### src/hdl/bgnt_ram.sv
`default_nettype none
module bgnt_ram #(
  parameter int WIDTH = 64,
  parameter int DEPTH = 64
) (
  input  logic                                       clk,
  input  logic                                       we,
  input  logic [((DEPTH > 1) ? $clog2(DEPTH) : 1)-1:0] waddr,
  input  logic [WIDTH-1:0]                           wdata,
  input  logic [((DEPTH > 1) ? $clog2(DEPTH) : 1)-1:0] raddr,
  output logic [WIDTH-1:0]                           rdata
);

  logic [WIDTH-1:0] mem_r [DEPTH];
  logic [WIDTH-1:0] rdata_r;

  always_ff @(posedge clk) begin
    if (we) begin
      mem_r[waddr] <= wdata;
    end
    rdata_r <= mem_r[raddr];
  end

  assign rdata = rdata_r;

endmodule
`default_nettype wire

### config.mk
export PLATFORM = sky130hd
export DESIGN_NAME = bgnt_ram
export DESIGN_NICKNAME = d
export VERILOG_FILES = /design/src/hdl/bgnt_ram.sv
export SDC_FILE = /design/constraint.sdc
export NUM_CORES = 2
export LEC_CHECK = 0
export BUFFER_PORTS_ARGS = -buffer_cell sky130_fd_sc_hd__buf_2
export CORE_MARGIN = 2
export CORE_UTILIZATION = 32
export DETAILED_ROUTE_END_ITERATION = 12
export MAX_ROUTING_LAYER = met4
export PLACE_DENSITY_LB_ADDON = 0.08
export SLEW_MARGIN = 0
export SYNTH_ARGS = -nofsm -noshare
export SYNTH_HDL_FRONTEND = slang
export SYNTH_SLANG_ARGS = --single-unit
### constraint.sdc
create_clock -name clk -period 9.4 [get_ports clk]
set_clock_uncertainty 0.2 [all_clocks]
set_input_delay 0.47 -clock clk [delete_from_list [all_inputs] [get_ports clk]]
set_output_delay 0.47 -clock clk [all_outputs]
set_load 0.02 [all_outputs]
### After elaboration in Yosys (flattened, before gate mapping)

Memories as Yosys holds them, arrays and structs flattened. A register that Yosys moved wholly into a read port is not among the register bits.
Cells that the tools add are included.

* memory bits (writable): 4096
* register bits: 0
* bits of input ports: 78
* word-level logic and storage cells: 3
* memories kept: 1
* output and inout port bits: 64

Memories
* mem_r: words 64, bits a word 64, rd ports 1, clocked after Yosys merged registers in 1, write ports 1, line 14 `logic [WIDTH-1:0] mem_r [DEPTH];`

* multiplexer cells: 2

Operator list (count)
* 1-bit 2-to-1 mux: 2

### Longest topological paths before layout

* word-level depth: 2
* depth in mapped cells: 9
* gate-level depth less buffers: 5

### Worst setup path before layout

No wires, ideal clock.

* path type: in2reg
* start point: in waddr[3] in the netlist's numbering
* end point: mem mem_r[48][0] (enable)
* setup slack: 3.294 ns
* data arrival time: 5.342 ns
* setup time: 0.564 ns
* data required time: 8.636 ns
* cell stages on the path: 4
* path buffers: 1
* cells stage by stage: clkbuf_1 > nor2b_1 > nand4b_1 > nor3_1

RTL lines
* from (decl): line 8 `input logic [((DEPTH > 1) ? $clog2(DEPTH) : 1)-1:0] waddr,`
* to (decl): line 14

No word-level cell before the write port.

### Worst setup path in the final report

* start point: in waddr[0] in the netlist's numbering
* end point: mem mem_r[50][53] (enable)

No word-level cell before the write port.

==> run summary <==
GR Util All Layers = 0.212
worst min path class = in2reg
Via density = 5.33
Resize count post-CTS = 0
post-synthesis cell count = 6,598
placer congestion estimate = 0.730
synth-to-layout area growth = 16.1%
EDFF count, synth = 4,096
# H-tree levels = 5
iteration-0 DRC count of the detailed router = 7,303
Syn. warnings = 0
synthesized cell area = 156,000 um^2
Synth top area share = 0.787
final setup vio count = 0
top cells by area, synth = edfxtp_1 79%, mux4_2 15%, mux2i_1 0.86%
area leader, netlist = edfxtp_1
Initial Util = 0.322
Overflow after GRT = 0
via count = 74,500
period utilization = 0.435
root buf cell = clkbuf_16
CTS tree = yes
Clk pin slew, worst setup/hold paths = 0.06 ns
PD cells = 221 nW/um^2
Worst Max-Slew Pin Slew = 1.35 ns
post-synthesis cell type count = 33
Final HPWL DP = 262,000 um
data arrival time of the critical path = 4.51 ns
syn_area_per_cell = 23.7 um^2
commonest non-fill, non-tap cell in the layout = edfxtp_1
outcome = finished, final reports clean
worst skew pair latency = 1.05 ns
TritonRoute pass-1 iters = 5
die area = 494,000 um^2
Slew Limit Headroom = 0.101
maximum clock rate = 245 MHz
initial antenna violation count = 44
IO Pins = 142
TritonCTS buffer count = 461
Layout Nets = 7,190
CP required = 9.83 ns
flops & latches, synth = 4,160
CTS max path bufs = 4
Die Width = 703 um
Worst Setup Start Kind = primary input
DRC viols = 0
unrepaired setup endpoints after global routing = no
Cell Rows = 256
Leak = 0.0559 uW
Final Hold Vio Count = 0
post-route insts no fill = 14,000
vias in the first global route = 77,800
Max rail drop VDD = 0.157 mV
Placeable Area = 486,000 um^2
first-pass GRT wire length = 694,000 um
Routed Antenna Nets = 0
die height = 703 um
dpl cells = 13,000
WL/cell = 36.8 um
Seq/Total Area, Yosys = 0.795
Syn Nets = 6,676
clk sink count = 4,160
commonest non-fill, non-tap cells in the layout = 4,096 x edfxtp_1, 1,024 x mux4_2, 465 x clkbuf_16, 174 x buf_4, 168 x a22oi_1
ys async rst share = 0
IO buf count = 141
TNS Setup = 0 ns
dominant synthesized flop cell = edfxtp_1
layout cell share with drive strength beyond 1 = 0.283
Final Max Tran Viols = 0
Period minus WS final = 4.08 ns
CP Max Fanout = 24
WL final = 514,000 um
crit path kind = in2reg
largest net degree at the start of global routing = 98
Max-Cap Viols = 0
critical path capture point type = register
==> power breakdown <==
part	total [uW]	switching [uW]	internal (uW)	leakage (uW)
registers	20600	92.5	20600	0.0374
logic	1890	1240	653	0.0113
clock network	17700	7540	10100	0.00720
total	40200	8870	31300	0.0559
==> timing repair <==
item | 4_1_cts | 5_1_grt
hold buffers | 64 | 0
endpoints found under the hold margin | 3003 | 0
setup buffers | 0 | 0
==> sequential cells by signal (all words and copies together) (netlist names) <==
name   flops
rdata     64
mem_r   4096
==> metrics by stage <==
step | hold WS [ns] | power, uW | worst slack, ns | utilization | area [um^2]
3_3_place_gp | 0.632 | 22900 | 4.85 | 0.342 | 166000
3_5_place_dp | 0.622 | 23000 | 4.82 | 0.342 | 166000
2_1_floorplan | 0.369 | 22000 | 3.29 | - | 156000
5_1_grt | 0.0610 | 41500 | 5.27 | 0.373 | 181000
6_report | 0.0584 | 40200 | 5.32 | 0.373 | 182000
4_1_cts | 0.00520 | 40700 | 5.37 | 0.373 | 181000
==> per-layer routing <==
layer  part of all wire  up-vias  global-route usage
li1                   -    29600                   -
met1               0.43    42200               0.282
met2               0.51     2076               0.356
met3              0.046      570              0.0255
met4              0.020        0              0.0400
met5                  0        -                   -
==> synth_stat cells, types with 6 or more instances <==
library cell     n
buf_2          170
a2bb2oi_1       19
a41oi_1         26
nand2_1         58
a31oi_1         18
or2_2           28
nor2_1         112
or3_1           29
and3_1          64
buf_4           34
buf_6            6
inv_1           19
nand2b_1        11
a22o_1          88
o221ai_1        38
nand3_1         45
o22ai_1         83
edfxtp_1      4096
dfxtp_1         64
clkbuf_1       140
a211oi_1        63
mux2i_1        135
mux4_2        1024
nor2b_1         28
a22oi_1        168
buf_1           20
==> logic make-up (layout without fill, tap and decap cells) <==
group	count (synthesis)	in the layout	share of synthesized area
AND/OR/NAND/NOR	386	386	0.0124
other	0	10	0
AO/OA/AOI/OAI	504	504	0.0248
flip-flops	4160	4160	0.795
multiplexers	1159	1159	0.156
buffers and inverters	389	1298	0.0118
==> worst paths after layout <==
kind	from	end	slack, ns	cells past startpoint
max	waddr[0]	mem_r[50][53]$_DFFE_PP_	5.32	8
max reg2reg	mem_r[31][30]$_DFFE_PP_	rdata[30]$_DFF_P_	7.01	4
min	wdata[9]	mem_r[45][9]$_DFFE_PP_	0.06	1
min reg2reg	mem_r[45][12]$_DFFE_PP_	rdata[12]$_DFF_P_	0.61	4
==> layout make-up <==
class                           instances  area, um^2
Clock inverter                        260        2430
Multi-Input combinational cell       2049       30800
Sequential cell                      4160      124000
Timing Repair Buffer                  421        3530
Fill cell                           44100      305000
Inverter                               19        71.3
Tap cell                             6450        8070
Antenna cell                           10        25.0
Clock buffer                          598       12300
==> worst max-delay path, stage by stage <==
cell           delay (ns)
dlygate4sd3_1        0.54
buf_2                0.17
nand4b_1             0.38
dlygate4sd3_1        0.72
nor2_4               0.16
buf_4                0.56
buf_4                0.89
buf_4                0.55
Note: power is estimated with default switching activity, not from simulation.
