==> src/hdl/bgnt_pkg.sv <==
`default_nettype none
package bgnt_pkg;

  // command codes
  localparam logic [1:0] CMD_WRITE = 2'd0;
  localparam logic [1:0] CMD_READ  = 2'd1;
  localparam logic [1:0] CMD_STEP  = 2'd2;

  // config register indexes
  localparam logic REG_ROWS = 1'b0;
  localparam logic REG_COLS = 1'b1;

  typedef enum logic [1:0] {
    ST_CLEAR,
    ST_IDLE,
    ST_ACCESS,
    ST_GEN
  } bgnt_state_t;

  // vertical window of one column: rows r-1, r, r+1
  typedef struct packed {
    logic up;
    logic mid;
    logic dn;
  } bgnt_col_t;

  // window control shared by every cell
  typedef struct packed {
    logic clr;
    logic shift;
  } bgnt_ctl_t;

endpackage
`default_nettype wire

==> src/hdl/bgnt_cell.sv <==
`default_nettype none
module bgnt_cell #(
  parameter int THRESH = 3
) (
  input  logic                 clk,
  input  bgnt_pkg::bgnt_ctl_t  ctl,
  input  logic                 en,
  input  logic                 din,
  input  bgnt_pkg::bgnt_col_t  left_col,
  input  bgnt_pkg::bgnt_col_t  right_col,
  output bgnt_pkg::bgnt_col_t  own_col,
  output logic                 nxt_bit
);
  import bgnt_pkg::*;

  logic up_r, mid_r, dn_r;
  logic [3:0] cnt;

  always_ff @(posedge clk) begin
    if (ctl.clr) begin
      up_r  <= 1'b0;
      mid_r <= 1'b0;
      dn_r  <= 1'b0;
    end else if (ctl.shift) begin
      up_r  <= mid_r;
      mid_r <= dn_r;
      dn_r  <= din;
    end
  end

  // columns past the active width look empty to their neighbors
  assign own_col = en ? bgnt_col_t'{up: up_r, mid: mid_r, dn: dn_r} : '0;

  assign cnt = 4'(left_col.up) + 4'(left_col.mid) + 4'(left_col.dn)
             + 4'(right_col.up) + 4'(right_col.mid) + 4'(right_col.dn)
             + 4'(up_r) + 4'(dn_r);

  // inactive columns keep their stored bit
  assign nxt_bit = en ? (cnt >= 4'(THRESH)) : mid_r;

endmodule
`default_nettype wire

==> config.mk <==
export PLATFORM = sky130hd
export DESIGN_NAME = bgnt_cell
export DESIGN_NICKNAME = d
export VERILOG_FILES = /design/src/hdl/bgnt_pkg.sv /design/src/hdl/bgnt_cell.sv
export SDC_FILE = /design/constraint.sdc
export NUM_CORES = 1
export LEC_CHECK = 0
export ABC_AREA = 0
export BUFFER_PORTS_ARGS = -buffer_cell sky130_fd_sc_hd__buf_4
export CORE_AREA = 2 2 39 41
export DETAILED_ROUTE_END_ITERATION = 10
export DIE_AREA = 0 0 41 43
export HOLD_SLACK_MARGIN = 0.02
export SLEW_MARGIN = 0
export SYNTH_ARGS = -nofsm -noshare
export SYNTH_HDL_FRONTEND = slang
export SYNTH_SLANG_ARGS = --single-unit
==> constraint.sdc <==
create_clock -name clk -period 2.9 [get_ports clk]
set_clock_uncertainty 0.15 [all_clocks]
set_input_delay 0.145 -clock clk [delete_from_list [all_inputs] [get_ports clk]]
set_output_delay 0.145 -clock clk [all_outputs]
set_load 0.05 [all_outputs]
## Yosys cells after proc, flatten, opt, wreduce, memory -nomap -nowiden

Cells that the tools add are included.

- Add/sub/neg operators: 7
- $mul: 0
- Div/mod/pow operators: 0
- Order comparisons: 1
- Eq/ne operators: 0
- Shift operators: 0
- Mux-type cells: 2
- Bitwise logic cells: 0
- Reduce and logical (&&, ||, !) cells: 0

Operators by type and width:

| operator | count |
|---|---|
| $add A4 B1 Y4 | 4 |
| $add A3 B1 Y4 | 1 |
| $ge A4 B2 Y1 const B | 1 |
| $add A2 B1 Y3 | 1 |
| $mux W3 | 1 |
| $add A1 B1 Y2 | 1 |
| $mux W1 | 1 |

- Flip-flop bits (word level): 3
- Latch bits: 0
- RAM bits: 0
- Memory bits (read-only): 0
- Input bits: 11
- Memories: 0

## Logic depth before layout (Yosys ltp)

Gate-level depths: netlist of the first run.

- Depth in word-level cells: 9
- Mapped depth: 10

## Worst setup path before layout of the first run

Ideal clock, no wire load.

- Path kind: input port to output port
- Start: input left_col[0] (netlist bit)
- End: output nxt_bit
- Arrival time: 3.285 ns
- Setup slack: -0.680 ns
- Cell stages on the path: 10
- Buffers on the path: 0
- Cells stage by stage: fa_1 -> inv_1 -> fa_1 -> fa_1 -> inv_1 -> ha_1 -> fa_1 -> nand3b_1 -> o21ai_0 -> a41oi_1

- Longest elaborated chain between the ends: 8

RTL lines:

| item | RTL line | RTL |
|---|---|---|
| start: declaration | bgnt_cell.sv:9 | `input bgnt_pkg::bgnt_col_t left_col,` |
| $add A2 B1 Y3 | bgnt_cell.sv:34 | `assign cnt = 4'(left_col.up) + 4'(left_col.mid) + 4'(left_col.dn)` |
| $add A3 B1 Y4 | bgnt_cell.sv:35 | `+ 4'(right_col.up) + 4'(right_col.mid) + 4'(right_col.dn)` |
| $add A4 B1 Y4 (2 in series) | bgnt_cell.sv:35 |  |
| $add A4 B1 Y4 (2 in series) | bgnt_cell.sv:36 | `+ 4'(up_r) + 4'(dn_r);` |
| $ge A4 B2 Y1 | bgnt_cell.sv:39 | `assign nxt_bit = en ? (cnt >= 4'(THRESH)) : mid_r;` |
| $mux W1 | bgnt_cell.sv:39 |  |
| end: declaration | bgnt_cell.sv:12 | `output logic nxt_bit` |

Every way passes these cells.

## Worst setup path in the final report of the first run

Ends and elaborated chain as after synthesis.

==> results of run 1 <==
[logic make-up after synthesis]
logic type | share of synthesized area
muxes | 0.0988
buffers and inverters | 0.0988
AOI/OAI and AO/OA | 0.0700
adders and majority gates | 0.387
DFF | 0.198
and+or+nand+nor | 0.148
[repair_timing]
action,in CTS,in global routing
setup endpoints to repair,1,1
cloned,0,0
hold buffers,2,0
setup buffers,0,0
pin swaps,3,1
gates resized for setup,5,0
hold endpoints to repair,3,0
[final cells by class]
cell class                 instances  area, um2  area share
clock buffer                       4       26.3      0.0516
inverter                           8       30.0      0.0590
multi-input combinational         22        240       0.472
sequential                         3       60.1       0.118
tap                               16       20.0      0.0393
timing repair buffer              16        133       0.260
[cells in the mapped netlist]
library cell  count
nand3b_1          1
nor2_1            4
a41oi_1           1
dfxtp_1           3
and2_1            3
o21ai_0           1
mux2i_1           3
ha_1              3
fa_1              4
inv_1             8
nand2_1           1
o211ai_1          1
[per-stage QoR]
step                TNS (ns)  std cells  setup slack (ns)  power [W]  area [um2]
global placement      -0.420         63            -0.420   0.000139         450
floorplan             -0.218         33            -0.218   0.000113         325
CTS                   -0.327         69            -0.327   0.000229         509
global route          -0.394         69            -0.394   0.000246         509
finish                -0.302         69            -0.302   0.000224         509
detailed placement    -0.454         63            -0.454   0.000142         450
[state kept, by name, indices dropped and copies added, names as in the netlist]
signal,flops
dn_r,1
up_r,1
mid_r,1
[power by group]
part | switching, W | internal [W]
logic | 0.0000576 | 0.0000501
registers | 0.00000150 | 0.0000431
clock network | 0.0000201 | 0.0000515
total | 0.0000793 | 0.000145
[per-layer routing]
layer  GRT usage  vias to the layer above  routed length [um]
met5           0                        -                   0
met4       0.100                        0                  10
met3      0.0262                        2                  53
met2       0.141                       12                 339
met1       0.104                      131                 214
li1            -                      143                   -
[worst max-delay path, delay by kind of cell]
kind | cells | cell delay, ns
compound gates | 1 | 0.17
fa+ha+maj | 5 | 2.17
buf+inv | 4 | 0.36
simple gates | 1 | 0.06
[worst min-delay path by stage]
stage                 end    from  slack, ns
floorplan            dn_r  ctl[1]       0.07
global placement    mid_r  ctl[1]       0.18
detailed placement  mid_r  ctl[1]       0.18
CTS                  up_r  ctl[0]       0.04
global route         up_r  ctl[0]       0.05
finish               up_r  ctl[0]       0.05
==> impl_metrics.csv, run 1 <==
group,metric,value,unit
clock_tree,path_clk_slew,0.04,ns
timing,fin_crit,3.20,ns
synthesis,syn-instance-count,33,
final_layout,final_util,0.368,
hold_path,hp-class,"primary input to register",
grt,track_usage,0.0976,
synthesis,synthesis.area,304,um2
grt,grt.overflow.total,0,
power,irDropWorstVdd,213,uV
timing,drv_slew,0,
synthesis,ys_types,12,
setup_path,crit_end,"nxt_bit",
synthesis,avgSynthCellArea,9.21,um2
floorplan,rows,14,
flow_run,max-cap-violations,0,
floorplan,core,1380,um2
synthesis,seq_area_frac_synth,0.198,
clock_tree,clock_latency,0.23,ns
final_layout,final_common_cell,"buf_4",
timing,worst_pin_slew,0.259,ns
setup_path,timing.reg2reg.setup_slack,2.13,ns
clock_tree,htreeDepth,1,
setup_path,cpPeakStageDelay,0.53,ns
setup_path,critPathLaunch,"left_col[0]",
setup_path,crit_chain,"buf_6, fa_1, inv_1, fa_1, fa_1, inv_1, ha_2, fa_2, nand2_2, a41oi_4, buf_6",
placement,hpwl,515,um
final_layout,nNetsFinal,72,
drt,drc,0,
setup_path,rr_endpoint,"mid_r",
clock_tree,cts_root_buffer,"clkbuf_4",
setup_path,crit_path_max_fanout,2,
final_layout,diodes,0,
grt,grt_max_degree,6,
synthesis,yosysTopAreaCell,"fa_1",
drt,dr.pass1.iters,4,
floorplan,dieArea,1760,um2
drt,via_per_inst,4.17,
setup_path,cp.arrival,2.91,ns
timing,fmax,312,MHz
setup_path,worstPathRequired,2.61,ns
run_status,run_status,"finished, violations left",
drt,ant_nets,0,
drt,drt_iter0_drc,1,
setup_path,crit-reg2reg-launch,"dn_r",
setup_path,crit_type,"primary input to primary output",
floorplan,io_pins,15,
floorplan,chipWidth,41,um
power,p_per_area,440,nW/um2
synthesis,yosysWarnings,0,
grt,grt_antenna_before_repair,0,
run_status,failed_checks,"negative setup slack",
synthesis,ys_seq_elements,3,
timing,grt_setup_unrepaired,"true",
final_layout,fillCellCount,147,
setup_path,reg2reg_depth,2,
clock_tree,numCtsBuffers,3,
drt,dr_total_vias,288,
final_layout,drive_above_1_share,0.396,
setup_path,start_kind,"primary input",
power,leakagePower,0.249,nW
timing,setup_viol,1,
final_layout,syn2layout_area_growth,67.5,%
hold_path,hold_depth,3,
timing,timing.hold.ws,0.0470,ns
setup_path,end_kind,"primary output",
timing,setup_ws,-0.302,ns
grt,grt_pass1_vias,276,
synthesis,synthTopCellsByArea,"fa_1, dfxtp_1, ha_1",
final_layout,final_cell_mix,"buf_4, inv_1, nor2_1",
clock_tree,cts_buffer_depth,2,
synthesis,syn-num-nets,51,
clock_tree,cts_tree,"done",
drt,wl,618,um
floorplan,start_util,0.220,
placement,gp_congestion,0.616,
floorplan,die_h,43,um
setup_path,cp_slowest_cell,"fa_2",
clock_tree,cts.sinks,3,
drt,wire_per_inst,8.96,um
grt,grt_first_pass_wirelength,1.10,mm
synthesis,synth_top_area_frac,0.263,
setup_path,path_common_cell,"fa_1",
timing,period_share,1.10,
timing,slew_headroom,0.827,
timing,hold_violations,0,
placement,io_buffers,14,
(Power assumes the default switching activity.)
==> run 2, diff against run 1 <==
Settings changed: SKIP_LAST_GASP set to 1.
Clock period 2.9 ns to 4 ns, I/O delays scaled along.
==> run 2 against run 1 <==
Against the previous run: the run now ends clean; count of clock-buffer cells in the layout unchanged; flip-flop and latch count did not move; setup slack improved by 0.87 ns; utilization is 3.2 points lower; sequential power down 28%; final cell count down 1.4%; routed wire length is 15% lower; register-to-register slack gained 1.1 ns; total power shrank 35%; global-route usage decreased by 0.99 points; critical path type unchanged; highest routed layer is now met3.
==> impl_metrics.csv, run 2 (synthesis results as in run 1) <==
group,metric,value,unit
placement,io_buffers,14,
timing,worst_pin_slew,0.199,ns
drt,dr_total_vias,272,
power,p_per_area,311,nW/um2
floorplan,core,1380,um2
final_layout,nNetsFinal,71,
clock_tree,cts_buffer_depth,2,
power,leakagePower,0.243,nW
floorplan,io_pins,15,
placement,place_ws,0.557,ns
placement,placed_area,429,um2
final_layout,final_util,0.336,
setup_path,end_kind,"primary output",
timing,fin_crit,3.43,ns
setup_path,timing.reg2reg.setup_slack,3.22,ns
setup_path,cp.arrival,3.08,ns
hold_path,hold_path_end,"dn_r",
drt,drc,0,
setup_path,worstPathRequired,3.65,ns
grt,grt_pass1_vias,284,
floorplan,start_util,0.220,
placement,gp_congestion,0.624,
clock_tree,numCtsBuffers,3,
timing,drv_slew,0,
power,irDropWorstVdd,111,uV
clock_tree,path_clk_slew,0.04,ns
drt,drt_iter0_drc,1,
setup_path,path_delay_family,"adder cells",
final_layout,drive_above_1_share,0.327,
setup_path,crit-reg2reg-launch,"dn_r",
setup_path,crit_buf_inv,4,
timing,setup_ws,0.565,ns
setup_path,path_common_cell,"fa_1",
setup_path,crit_path_max_fanout,3,
setup_path,reg2reg_depth,2,
clock_tree,cts.repair.resized,0,
floorplan,dieArea,1760,um2
clock_tree,cts_tree,"done",
timing,fmax,291,MHz
setup_path,crit_chain,"buf_4, fa_1, inv_1, fa_1, fa_1, inv_1, ha_1, fa_1, nand3b_1, o21ai_0, a41oi_1, buf_4",
final_layout,final_cell_mix,"buf_4, inv_1, nor2_1, fa_1",
final_layout,syn2layout_area_growth,53.1,%
grt,track_usage,0.0877,
final_layout,final_common_cell,"buf_4",
hold_path,hp-start,"din",
hold_path,hold_depth,3,
clock_tree,post_cts_buffers,0,
drt,ant_nets,0,
final_layout,reg_top3,"dn_r (1), mid_r (1), up_r (1)",
timing,hold_violations,0,
floorplan,chipWidth,41,um
drt,dr.pass1.iters,2,
setup_path,rr_endpoint,"mid_r",
grt,grt_first_pass_wirelength,1.01,mm
clock_tree,htreeDepth,1,
timing,period_share,0.859,
final_layout,diodes,0,
flow_run,max-cap-violations,0,
setup_path,crit_type,"primary input to primary output",
setup_path,cp_slowest_cell,"fa_1",
timing,finalSetupTns,0,ns
setup_path,start_kind,"primary input",
clock_tree,cts.sinks,3,
timing,timing.hold.ws,0.0654,ns
timing,setup_viol,0,
drt,wl,527,um
grt,grt_max_degree,6,
timing,grt_setup_unrepaired,"false",
run_status,run_status,"finished clean",
setup_path,cpPeakStageDelay,0.52,ns
floorplan,rows,14,
hold_path,hp-class,"primary input to register",
placement,hpwl,450,um
drt,via_per_inst,4.00,
timing,slew_headroom,0.865,
grt,grt.overflow.total,0,
floorplan,die_h,43,um
clock_tree,cts_root_buffer,"clkbuf_4",
final_layout,final_area,465,um2
drt,wire_per_inst,7.75,um
grt,grt_antenna_before_repair,0,
clock_tree,clock_latency,0.23,ns
clock_tree,cts_hold_buf,1,
-- run 2: worst max-delay path by stage --
stage	start	end	slack (ns)	depth (start not counted)
2_1_floorplan	left_col[0]	nxt_bit	0.31	10
3_3_place_gp	left_col[0]	nxt_bit	0.57	12
3_5_place_dp	left_col[0]	nxt_bit	0.56	12
4_1_cts	left_col[0]	nxt_bit	0.55	12
5_1_grt	left_col[0]	nxt_bit	0.40	12
6_report	left_col[0]	nxt_bit	0.57	12
-- run 2: worst min-delay path: cells and delay by family --
| kind | cells | cell delay (ns) |
|---|---|---|
| AND/OR/NAND/NOR | 1 | 0.07 |
| buffers and inverters | 1 | 0.07 |
| multiplexers | 1 | 0.06 |
-- run 2: stage by stage --
stage | instances | power (W)
2_1_floorplan | 33 | 0.0000741
3_3_place_gp | 63 | 0.0000931
3_5_place_dp | 63 | 0.0000937
4_1_cts | 68 | 0.000147
5_1_grt | 68 | 0.000160
6_report | 68 | 0.000145
-- run 2: layout make-up --
type | count | area (um2)
repair buffers | 15 | 115
fillers | 146 | 918
multi-input cells | 22 | 214
clock buffers | 4 | 26.3
inverters | 8 | 30.0
well taps | 16 | 20.0
flip-flops and latches | 3 | 60.1
-- run 2: metal layers --
metal,GRT usage,up-vias,routed length (um)
met5,0,-,0
met4,0.0600,0,0
met3,0.0471,0,35
met2,0.116,6,257
met1,0.104,123,234
li1,-,143,-
-- run 2: report_power, final --
part	internal, W	switching, W	total, W
clock	0.0000373	0.0000142	0.0000515
combinational	0.0000278	0.0000336	0.0000613
sequential	0.0000312	0.000000909	0.0000321
==> run 3, diff against run 2 <==
Settings changed: GPL_TIMING_DRIVEN set to 0.
==> run 3 against run 2 <==
Against the previous run: combinational power grew 0.7%; routed wire length grew 5.3%; flip-flop and latch count is the same; sequential share of layout area is the same; total power grew 0.69%; largest cell class unchanged; global-route usage shrank 0.92 points; utilization is the same.
==> impl_metrics.csv, run 3 (synthesis results as in run 1) <==
group,metric,value,unit
final_layout,final_common_cell,"buf_4",
clock_tree,cts.repair.resized,0,
drt,drc,0,
timing,setup_viol,0,
power,irDropWorstVdd,93.4,uV
floorplan,rows,14,
power,leakagePower,0.243,nW
floorplan,die_h,43,um
drt,drt_iter0_drc,2,
flow_run,max-cap-violations,0,
timing,fin_crit,3.44,ns
timing,finalSetupTns,0,ns
floorplan,core,1380,um2
grt,track_usage,0.0785,
clock_tree,clock_latency,0.23,ns
hold_path,hp-class,"primary input to register",
placement,gp_congestion,0.594,
clock_tree,htreeDepth,1,
placement,placed_area,429,um2
final_layout,final_area,465,um2
setup_path,crit_path_max_fanout,3,
setup_path,crit_type,"primary input to primary output",
drt,dr_total_vias,267,
floorplan,io_pins,15,
final_layout,final_cell_mix,"buf_4, inv_1, nor2_1, fa_1",
drt,wire_per_inst,8.16,um
run_status,run_status,"finished clean",
clock_tree,cts_buffer_depth,2,
timing,fmax,291,MHz
timing,hold_violations,0,
grt,grt_max_degree,6,
clock_tree,path_clk_slew,0.04,ns
timing,slew_headroom,0.864,
timing,grt_setup_unrepaired,"false",
grt,grt_pass1_vias,270,
final_layout,diodes,0,
clock_tree,cts_tree,"done",
timing,worst_pin_slew,0.202,ns
setup_path,worstPathRequired,3.65,ns
final_layout,nNetsFinal,71,
hold_path,hold_depth,3,
grt,grt_first_pass_wirelength,959,um
drt,dr.pass1.iters,4,
floorplan,dieArea,1760,um2
setup_path,reg2reg_depth,2,
setup_path,timing.reg2reg.setup_slack,3.23,ns
floorplan,chipWidth,41,um
final_layout,regArea,60.1,um2
grt,grt_antenna_before_repair,0,
clock_tree,cts.sinks,3,
drt,ant_nets,0,
placement,hpwl,472,um
drt,wl,555,um
setup_path,start_kind,"primary input",
timing,period_share,0.860,
drt,via_per_inst,3.93,
final_layout,fillCellCount,151,
clock_tree,numCtsBuffers,3,
setup_path,end_kind,"primary output",
clock_tree,cts_root_buffer,"clkbuf_4",
final_layout,reg_top3,"dn_r (1), mid_r (1), up_r (1)",
power,power,0.000146,W
clock_tree,post_cts_buffers,0,
setup_path,cp.arrival,3.09,ns
power,p_per_area,314,nW/um2
timing,drv_slew,0,
final_layout,syn2layout_area_growth,53.1,%
final_layout,multi_input_area,214,um2
final_layout,drive_above_1_share,0.327,
grt,grt.overflow.total,0,
floorplan,start_util,0.220,
placement,io_buffers,14,
final_layout,final_util,0.336,
clock_tree,cts_hold_buf,1,
-- run 3: cell counts in the layout (fill, tap and decap cells not counted) --
No cell type changed its count.
-- run 3: per-layer routing --
metal	GRT usage	up-vias	part of all wire
met5	0	-	0
li1	-	142	-
met2	0.119	6	0.50
met3	0.0157	0	0.063
met1	0.101	119	0.44
met4	0.0400	0	0
-- run 3: final timing paths --
kind               startpoint  endpoint
setup / recovery  left_col[0]   nxt_bit
hold / removal            din      dn_r
setup reg to reg        mid_r      up_r
hold reg to reg          up_r      up_r
-- run 3: report_power, final --
group | switching (W) | internal, W | leakage [nW]
logic | 0.0000339 | 0.0000278 | 0.204
registers | 0.000000971 | 0.0000312 | 0.0245
clock network | 0.0000147 | 0.0000373 | 0.0150
-- run 3: area by class of cell --
class / instances / area share
sequential: 3 / 0.129
inverter: 8 / 0.0645
clock buffer: 4 / 0.0565
multi-input combinational: 22 / 0.460
tap: 16 / 0.0430
timing repair buffer: 15 / 0.247
-- run 3: worst max-delay path, stage by stage --
cell      delay [ns]
buf_4           0.11
fa_1            0.53
inv_1           0.05
fa_1            0.45
fa_1            0.49
inv_1           0.04
ha_1            0.20
fa_1            0.40
nand3b_1        0.09
o21ai_0         0.08
a41oi_1         0.22
buf_4           0.24
-- run 3: metrics by stage --
step	hold slack [ns]	setup slack, ns	instances
final	0.0697	0.562	68
after floorplan	0.122	0.310	33
after detailed placement	0.236	0.540	63
after CTS	0.0709	0.530	68
after global routing	0.113	0.390	68
after global placement	0.228	0.566	63
